`src/rtl/nfba_pkg.sv`:
```
// nfba_pkg: shared constants and types for the next-fit block allocator
// used by nfba_engine and next_fit_block_allocator_top; no dependencies
`default_nettype none

package nfba_pkg;

  localparam int MAX_BLOCKS = 16;
  localparam int SIZE_BITS  = 16;
  localparam int IDX_W      = $clog2(MAX_BLOCKS);
  localparam int CNT_W      = $clog2(MAX_BLOCKS + 1);
  localparam int CFG_W      = 5;
  localparam int CMP_W      = 32;

  localparam logic OP_LOAD  = 1'b0;
  localparam logic OP_ALLOC = 1'b1;

  typedef logic [IDX_W-1:0]     idx_t;
  typedef logic [CNT_W-1:0]     cnt_t;
  typedef logic [CFG_W-1:0]     cfg_t;
  typedef logic [SIZE_BITS-1:0] size_t;
  typedef logic [CMP_W-1:0]     cmp_t;

  typedef struct packed {
    logic  operation;
    idx_t  block_slot;
    size_t amount;
  } item_t;

  typedef struct packed {
    logic  granted;
    idx_t  granted_block;
    size_t remaining_size;
    cmp_t  total_compares;
  } result_t;

endpackage

`default_nettype wire

```
`src/rtl/nfba_engine.sv`:
```
// nfba_engine: size table memory, rover, compare counter and scan sequencer
// depends on nfba_pkg
`default_nettype none

module nfba_engine (
  input  logic             clk_i,
  input  logic             rst_ni,
  input  nfba_pkg::cfg_t   active_i,
  input  logic             item_valid_i,
  input  nfba_pkg::item_t  item_i,
  output logic             idle_o,
  input  logic             res_take_i,
  output logic             res_valid_o,
  output nfba_pkg::result_t res_o
);
  import nfba_pkg::*;

  typedef enum logic [2:0] {
    S_IDLE = 3'b001,
    S_SCAN = 3'b010,
    S_DONE = 3'b100
  } state_e;

  state_e  state_q, state_d;
  idx_t    rover_q, rover_d;
  cmp_t    cmp_q, cmp_d;
  idx_t    pos_q, pos_d;
  cnt_t    k_q, k_d;
  cnt_t    n_q, n_d;
  size_t   amt_q, amt_d;
  result_t res_q, res_d;

  size_t   mem_q [MAX_BLOCKS];
  size_t   rd_q;
  idx_t    rd_addr;
  logic    wr_en;
  idx_t    wr_addr;
  size_t   wr_data;

  cnt_t    n_cur;
  idx_t    start_pos;
  cnt_t    pos_inc;
  idx_t    nxt_pos;
  logic    fits;
  size_t   left;

  always_comb begin
    if (active_i == '0) begin
      n_cur = CNT_W'(1);
    end else if (CNT_W'(active_i) > CNT_W'(MAX_BLOCKS)) begin
      n_cur = CNT_W'(MAX_BLOCKS);
    end else begin
      n_cur = CNT_W'(active_i);
    end
  end

  assign start_pos = (CNT_W'(rover_q) < n_cur) ? rover_q : '0;
  assign pos_inc   = CNT_W'(pos_q) + CNT_W'(1);
  assign nxt_pos   = (pos_inc < n_q) ? pos_inc[IDX_W-1:0] : '0;
  assign fits      = (amt_q <= rd_q);
  assign left      = rd_q - amt_q;

  always_comb begin
    state_d = state_q;
    rover_d = rover_q;
    cmp_d   = cmp_q;
    pos_d   = pos_q;
    k_d     = k_q;
    n_d     = n_q;
    amt_d   = amt_q;
    res_d   = res_q;
    rd_addr = pos_q;
    wr_en   = 1'b0;
    wr_addr = item_i.block_slot;
    wr_data = item_i.amount;
    case (state_q)
      S_IDLE: begin
        rd_addr = start_pos;
        if (item_valid_i) begin
          if (item_i.operation == OP_LOAD) begin
            wr_en   = 1'b1;
            res_d   = '{granted: 1'b1, granted_block: item_i.block_slot,
                        remaining_size: item_i.amount, total_compares: cmp_q};
            state_d = S_DONE;
          end else begin
            pos_d   = start_pos;
            n_d     = n_cur;
            k_d     = CNT_W'(1);
            amt_d   = item_i.amount;
            state_d = S_SCAN;
          end
        end
      end
      S_SCAN: begin
        rd_addr = nxt_pos;
        cmp_d   = cmp_q + CMP_W'(1);
        if (fits) begin
          wr_en   = 1'b1;
          wr_addr = pos_q;
          wr_data = left;
          rover_d = pos_q;
          res_d   = '{granted: 1'b1, granted_block: pos_q,
                      remaining_size: left, total_compares: cmp_d};
          state_d = S_DONE;
        end else if (k_q == n_q) begin
          res_d   = '{granted: 1'b0, granted_block: '0,
                      remaining_size: '0, total_compares: cmp_d};
          state_d = S_DONE;
        end else begin
          pos_d = nxt_pos;
          k_d   = k_q + CNT_W'(1);
        end
      end
      S_DONE: begin
        if (res_take_i) begin
          state_d = S_IDLE;
        end
      end
      default: begin
        state_d = S_IDLE;
      end
    endcase
  end

  always_ff @(posedge clk_i or negedge rst_ni) begin
    if (!rst_ni) begin
      state_q <= S_IDLE;
      rover_q <= '0;
      cmp_q   <= '0;
    end else begin
      state_q <= state_d;
      rover_q <= rover_d;
      cmp_q   <= cmp_d;
    end
  end

  always_ff @(posedge clk_i) begin
    pos_q <= pos_d;
    k_q   <= k_d;
    n_q   <= n_d;
    amt_q <= amt_d;
    res_q <= res_d;
  end

  // size table, one read and one write port
  always_ff @(posedge clk_i) begin
    if (wr_en) begin
      mem_q[wr_addr] <= wr_data;
    end
    rd_q <= mem_q[rd_addr];
  end

  assign idle_o      = (state_q == S_IDLE);
  assign res_valid_o = (state_q == S_DONE);
  assign res_o       = res_q;

endmodule

`default_nettype wire

```
`src/rtl/next_fit_block_allocator_top.sv`:
```
// next_fit_block_allocator_top: config register, input handshake, output register
// depends on nfba_pkg and nfba_engine
//
//   channel   direction  handshake                    payload
//   input     in         in_valid_i / in_stall_o      operation, block_slot, amount
//   output    out        out_valid_o / out_stall_i    granted, granted_block,
//                                                     remaining_size, total_compares
//   config    in         cfg_we_i                     cfg_wdata_i (active_blocks)
//
// a load writes one table entry; an allocation examines k blocks, where k is 1 to
// active_blocks (0 counts as 1, above 16 as 16), one table read per cycle
// through the single read port of the size table
// reset clears the rover, the compare count and the output valid; active_blocks
// resets to 16; table contents are undefined until loaded
// a new transaction is taken while a finished result waits in the output register
`default_nettype none

module next_fit_block_allocator_top (
  input  logic                    clk_i,
  input  logic                    rst_ni,
  input  logic                    cfg_we_i,
  input  nfba_pkg::cfg_t          cfg_wdata_i,
  input  logic                    in_valid_i,
  output logic                    in_stall_o,
  input  logic                    operation_i,
  input  nfba_pkg::idx_t          block_slot_i,
  input  nfba_pkg::size_t         amount_i,
  output logic                    out_valid_o,
  input  logic                    out_stall_i,
  output logic                    granted_o,
  output nfba_pkg::idx_t          granted_block_o,
  output nfba_pkg::size_t         remaining_size_o,
  output nfba_pkg::cmp_t          total_compares_o
);
  import nfba_pkg::*;

  cfg_t    active_q;
  logic    out_valid_q;
  result_t out_q;

  logic    eng_idle;
  logic    eng_res_valid;
  result_t eng_res;
  logic    res_take;
  item_t   item;

  assign item = '{operation: operation_i, block_slot: block_slot_i, amount: amount_i};

  assign res_take = eng_res_valid && (!out_valid_q || !out_stall_i);

  nfba_engine u_engine (
    .clk_i        (clk_i),
    .rst_ni       (rst_ni),
    .active_i     (active_q),
    .item_valid_i (in_valid_i),
    .item_i       (item),
    .idle_o       (eng_idle),
    .res_take_i   (res_take),
    .res_valid_o  (eng_res_valid),
    .res_o        (eng_res)
  );

  always_ff @(posedge clk_i or negedge rst_ni) begin
    if (!rst_ni) begin
      active_q    <= CFG_W'(MAX_BLOCKS);
      out_valid_q <= 1'b0;
    end else begin
      if (cfg_we_i) begin
        active_q <= cfg_wdata_i;
      end
      if (res_take) begin
        out_valid_q <= 1'b1;
      end else if (!out_stall_i) begin
        out_valid_q <= 1'b0;
      end
    end
  end

  always_ff @(posedge clk_i) begin
    if (res_take) begin
      out_q <= eng_res;
    end
  end

  assign in_stall_o       = !eng_idle;
  assign out_valid_o      = out_valid_q;
  assign granted_o        = out_q.granted;
  assign granted_block_o  = out_q.granted_block;
  assign remaining_size_o = out_q.remaining_size;
  assign total_compares_o = out_q.total_compares;

endmodule

`default_nettype wire

```
`config.mk`:
```
export PLATFORM = sky130hd
export DESIGN_NAME = next_fit_block_allocator_top
export DESIGN_NICKNAME = d
export VERILOG_FILES = /design/src/rtl/nfba_pkg.sv /design/src/rtl/nfba_engine.sv /design/src/rtl/next_fit_block_allocator_top.sv
export SDC_FILE = /design/constraint.sdc
export NUM_CORES = 1
export LEC_CHECK = 0
export CAP_MARGIN = 20
export CORE_ASPECT_RATIO = 0.7
export CORE_UTILIZATION = 40
export DETAILED_ROUTE_END_ITERATION = 8
export DONT_BUFFER_PORTS = 1
export GPL_ROUTABILITY_DRIVEN = 1
export GPL_TIMING_DRIVEN = 0
export PLACE_DENSITY = 0.51
export SLEW_MARGIN = 10
export SYNTH_ARGS = -nofsm -noshare
export SYNTH_HDL_FRONTEND = slang
export SYNTH_SLANG_ARGS = --single-unit
```
`constraint.sdc`:
```
create_clock -name clk_i -period 5.95 [get_ports clk_i]
set_input_delay 1.19 -clock clk_i [delete_from_list [all_inputs] [get_ports clk_i]]
set_output_delay 1.19 -clock clk_i [all_outputs]
set_load 0.1 [all_outputs]
```
==> out/qor.yml <==
reg2reg_depth: 13
syn_inst: 1172
cts_root_buf: "clkbuf_16"
synth_seq_cells: 453
max_stage_delay_ns: 0.72
synthMuxAreaShare: 0.05649
fin_crit_sh: 0.7313
rows: 65
max-slew-margin-rel: 0.3205
diodes: 0
synthFlopType: "edfxtp_1"
ant_nets: 0
avgSynthCellArea_sq_um: 15.55
cts.sinks: 453
dpl_cell_area_sq_um: 19520
slew_violations: 0
synth.distinct_cells: 68
design.core.area_sq_um: 44970
hold_viol: 0
p_leak_nw: 7.787
insertion_delay_ns: 0.56
synth_edf_count: 392
port_buffers: 0
grtUsageTotal: 0.1809
final_cells: 1879
drtIter0Drc: 812
finish.net_count: 1300
vias_per_cell: 5.324
grt_max_degree: 46
synth_adder_area_share: 0.01894
rsz0062_at_grt: "false"
cts_buffer_depth: 3
hold_path.class: "primary input to asynchronous set/reset pin"
rr_startpoint: "u_engine.amt_q[0]"
finalInstanceArea_sq_um: 20970
firstDrtPassIters: 5
fin_ws_ns: 1.599
synth_compound_area_frac: 0.08415
synth_xor_area_frac: 0.02690
synth_top_family_by_area: "compound AO/OA/AOI/OAI gates"
synthSimpleGateAreaFrac: 0.06905
clk_transition_reported_paths_ns: 0.06
ys_async_sr_fraction: 0.09934
initial_core_util: 0.4053
io_pins: 86
clock.fmax_ghz: 0.2298
critPathArrivalTime_ns: 4.60
cts_buffers: 45
worst_slew_pin_slew_ns: 1.019
r2r_setup_slack_ns: 1.60
place_inst: 1798
vdd_ir_drop_max_uv: 234.7
setup_violations: 0
cts_resized: 0
place.gp.congestion: 0.8254
status: "finished clean"
die_y_um: 180.6
final_cell_mix: "392 x edfxtp_1, 119 x nand2_1, 95 x mux2i_1"
criticalPathCategory: "flop to flop"
vias: 10000
layout_commonest_cell: "edfxtp_1"
drt_wl_total_mm: 41.59
hold_buffers: 0
routedWlPerCell_um: 22.13
die_area_sq_um: 46450
seq_area_frac_synth: 0.7252
syn-num-nets: 1230
dp_hpwl_mm: 30.17
grt_pass1_vias: 9752
endpoint_kind: "flop"
cp_slowest_cell: "o22ai_2"
drv_cap: 0
critPathMaxFanout: 10
p_per_area_nw_per_um2: 512.7
drive_gt1_frac: 0.1223
cts_tree: "yes"
yosys_warnings: 0
htree_levels: 2
fin_crit_ns: 4.351
crit_path_start_kind: "flop"
synth_area_sq_um: 18230
grt_pass1_wl_mm: 62.91
skew_ns: 0.02787
postCtsSetupBuffers: 0
worstPathRequired_ns: 6.20
antenna_found_initial: 0
area_growth_pct: 15.03
dpl_worst_slack_ns: 1.675
overflow: 0
remaining_drc_errors: 0
post-route-util: 0.4663
cp_cell_sequence: "ha_1, inv_1, fa_1, a21o_1, a21oi_1, a21oi_1, o21bai_1, a21o_1, nor2_1, clkbuf_1, nand3b_1, o22ai_2, buf_8"
cp-startpoint: "u_engine.amt_q[0]"
fp.dieW_um: 257.2
-- synth_stat cells, drive strengths merged (2+ instances only) --
cell	instances	share of area
and2	3	0.0010
or3	3	0.0013
a21o	15	0.0062
clkbuf	19	0.0041
a211oi	4	0.0016
o21bai	3	0.0012
nor3b	5	0.0030
edfxtp	392	0.65
nand2b	13	0.0045
mux2	7	0.0043
a31oi	2	0.00069
inv	32	0.0066
dfstp	2	0.0029
a22o	4	0.0019
nand4	9	0.0031
o2bb2ai	2	0.00096
a21oi	17	0.0049
xor2	21	0.010
nor2b	6	0.0021
o21a	4	0.0016
dfxtp	16	0.018
mux2i	95	0.052
or2	2	0.00069
a221o	16	0.0088
nand2	119	0.025
o22ai	50	0.018
nor4	3	0.0010
o21ai	25	0.0069
nor3	14	0.0047
nor2	41	0.0089
nand3b	6	0.0032
a2bb2oi	33	0.016
a211o	15	0.0072
buf	23	0.0086
ha	26	0.018
and3	12	0.0041
xnor2	35	0.017
dfrtp	43	0.059
nand3	17	0.0054
o31ai	5	0.0031
o32ai	4	0.0019
-- flip-flops by register name, summed over array words and instances (netlist names) --
register / flops
u_engine.mem_q: 256
u_engine.res_o: 53
total_compares_o: 32
u_engine.cmp_q: 32
remaining_size_o: 16
u_engine.amt_q: 16
u_engine.rd_q: 16
active_q: 5
u_engine.k_q: 5
u_engine.n_q: 5
granted_block_o: 4
u_engine.pos_q: 4
u_engine.rover_q: 4
u_engine.state_q: 3
granted_o: 1
out_valid_o: 1
-- per-layer routing --
metal / up-vias / track usage / share of wire
met5: - / 0 / 0
met4: 0 / 0.04238 / 0.018
met3: 56 / 0.03404 / 0.053
met2: 241 / 0.2477 / 0.41
met1: 5053 / 0.2915 / 0.52
li1: 4653 / - / -
-- critical path, delay by kind of cell, from the launching register on --
family / cells / cell delay (ns)
AO/OA/AOI/OAI: 6 / 1.64
buffers and inverters: 3 / 0.89
AND/OR/NAND/NOR: 2 / 0.73
adder cells (fa/ha/maj): 2 / 0.40
flip-flops: 1 / 0.36
-- area by class of cell --
class	count	area [sq um]
Buffer	42	231.5
Clock buffer	64	1259
Clock inverter	17	192.7
Fill cell	3882	24000
Inverter	32	120.1
Multi-Input combinational cell	645	4827
Sequential cell	453	13220
Tap cell	603	754.5
Timing Repair Buffer	23	365.4
-- cells by family (layout without fill, tap and decap cells) --
kind of cell / after synthesis / count (layout)
muxes: 102 / 102
AOI/OAI and AO/OA: 204 / 204
buffers and inverters: 74 / 178
DFF: 453 / 453
xor gates and xnor gates: 56 / 56
adders and majority gates: 27 / 27
and+or+nand+nor: 256 / 256
-- per-stage QoR --
step / setup TNS (ns) / hold slack [ns] / total power, mW
after floorplan: 0 / 0.4003 / 6.886
after global placement: -11.69 / 0.4011 / 7.948
after detailed placement: 0 / 0.4057 / 8.028
after CTS: 0 / 0.2864 / 10.86
after global routing: 0 / 0.2863 / 11.27
final: 0 / 0.3238 / 10.75
-- power by group --
group          switching, mW  total [mW]  internal [mW]
Sequential             0.455        4.29           3.84
Clock                   1.17        2.81           1.65
Combinational           2.18        3.65           1.46
-- final timing paths --
kind	endpoint
worst max register to register	u_engine.mem_q[5][9]
min in group clk_i	total_compares_o[28]
max in group asynchronous	active_q[4]
worst min register to register	total_compares_o[28]
worst min-delay path	u_engine.cmp_q[28]
worst max-delay path	u_engine.mem_q[5][9]
No activity file was read; power rests on OpenSTA's default activity.
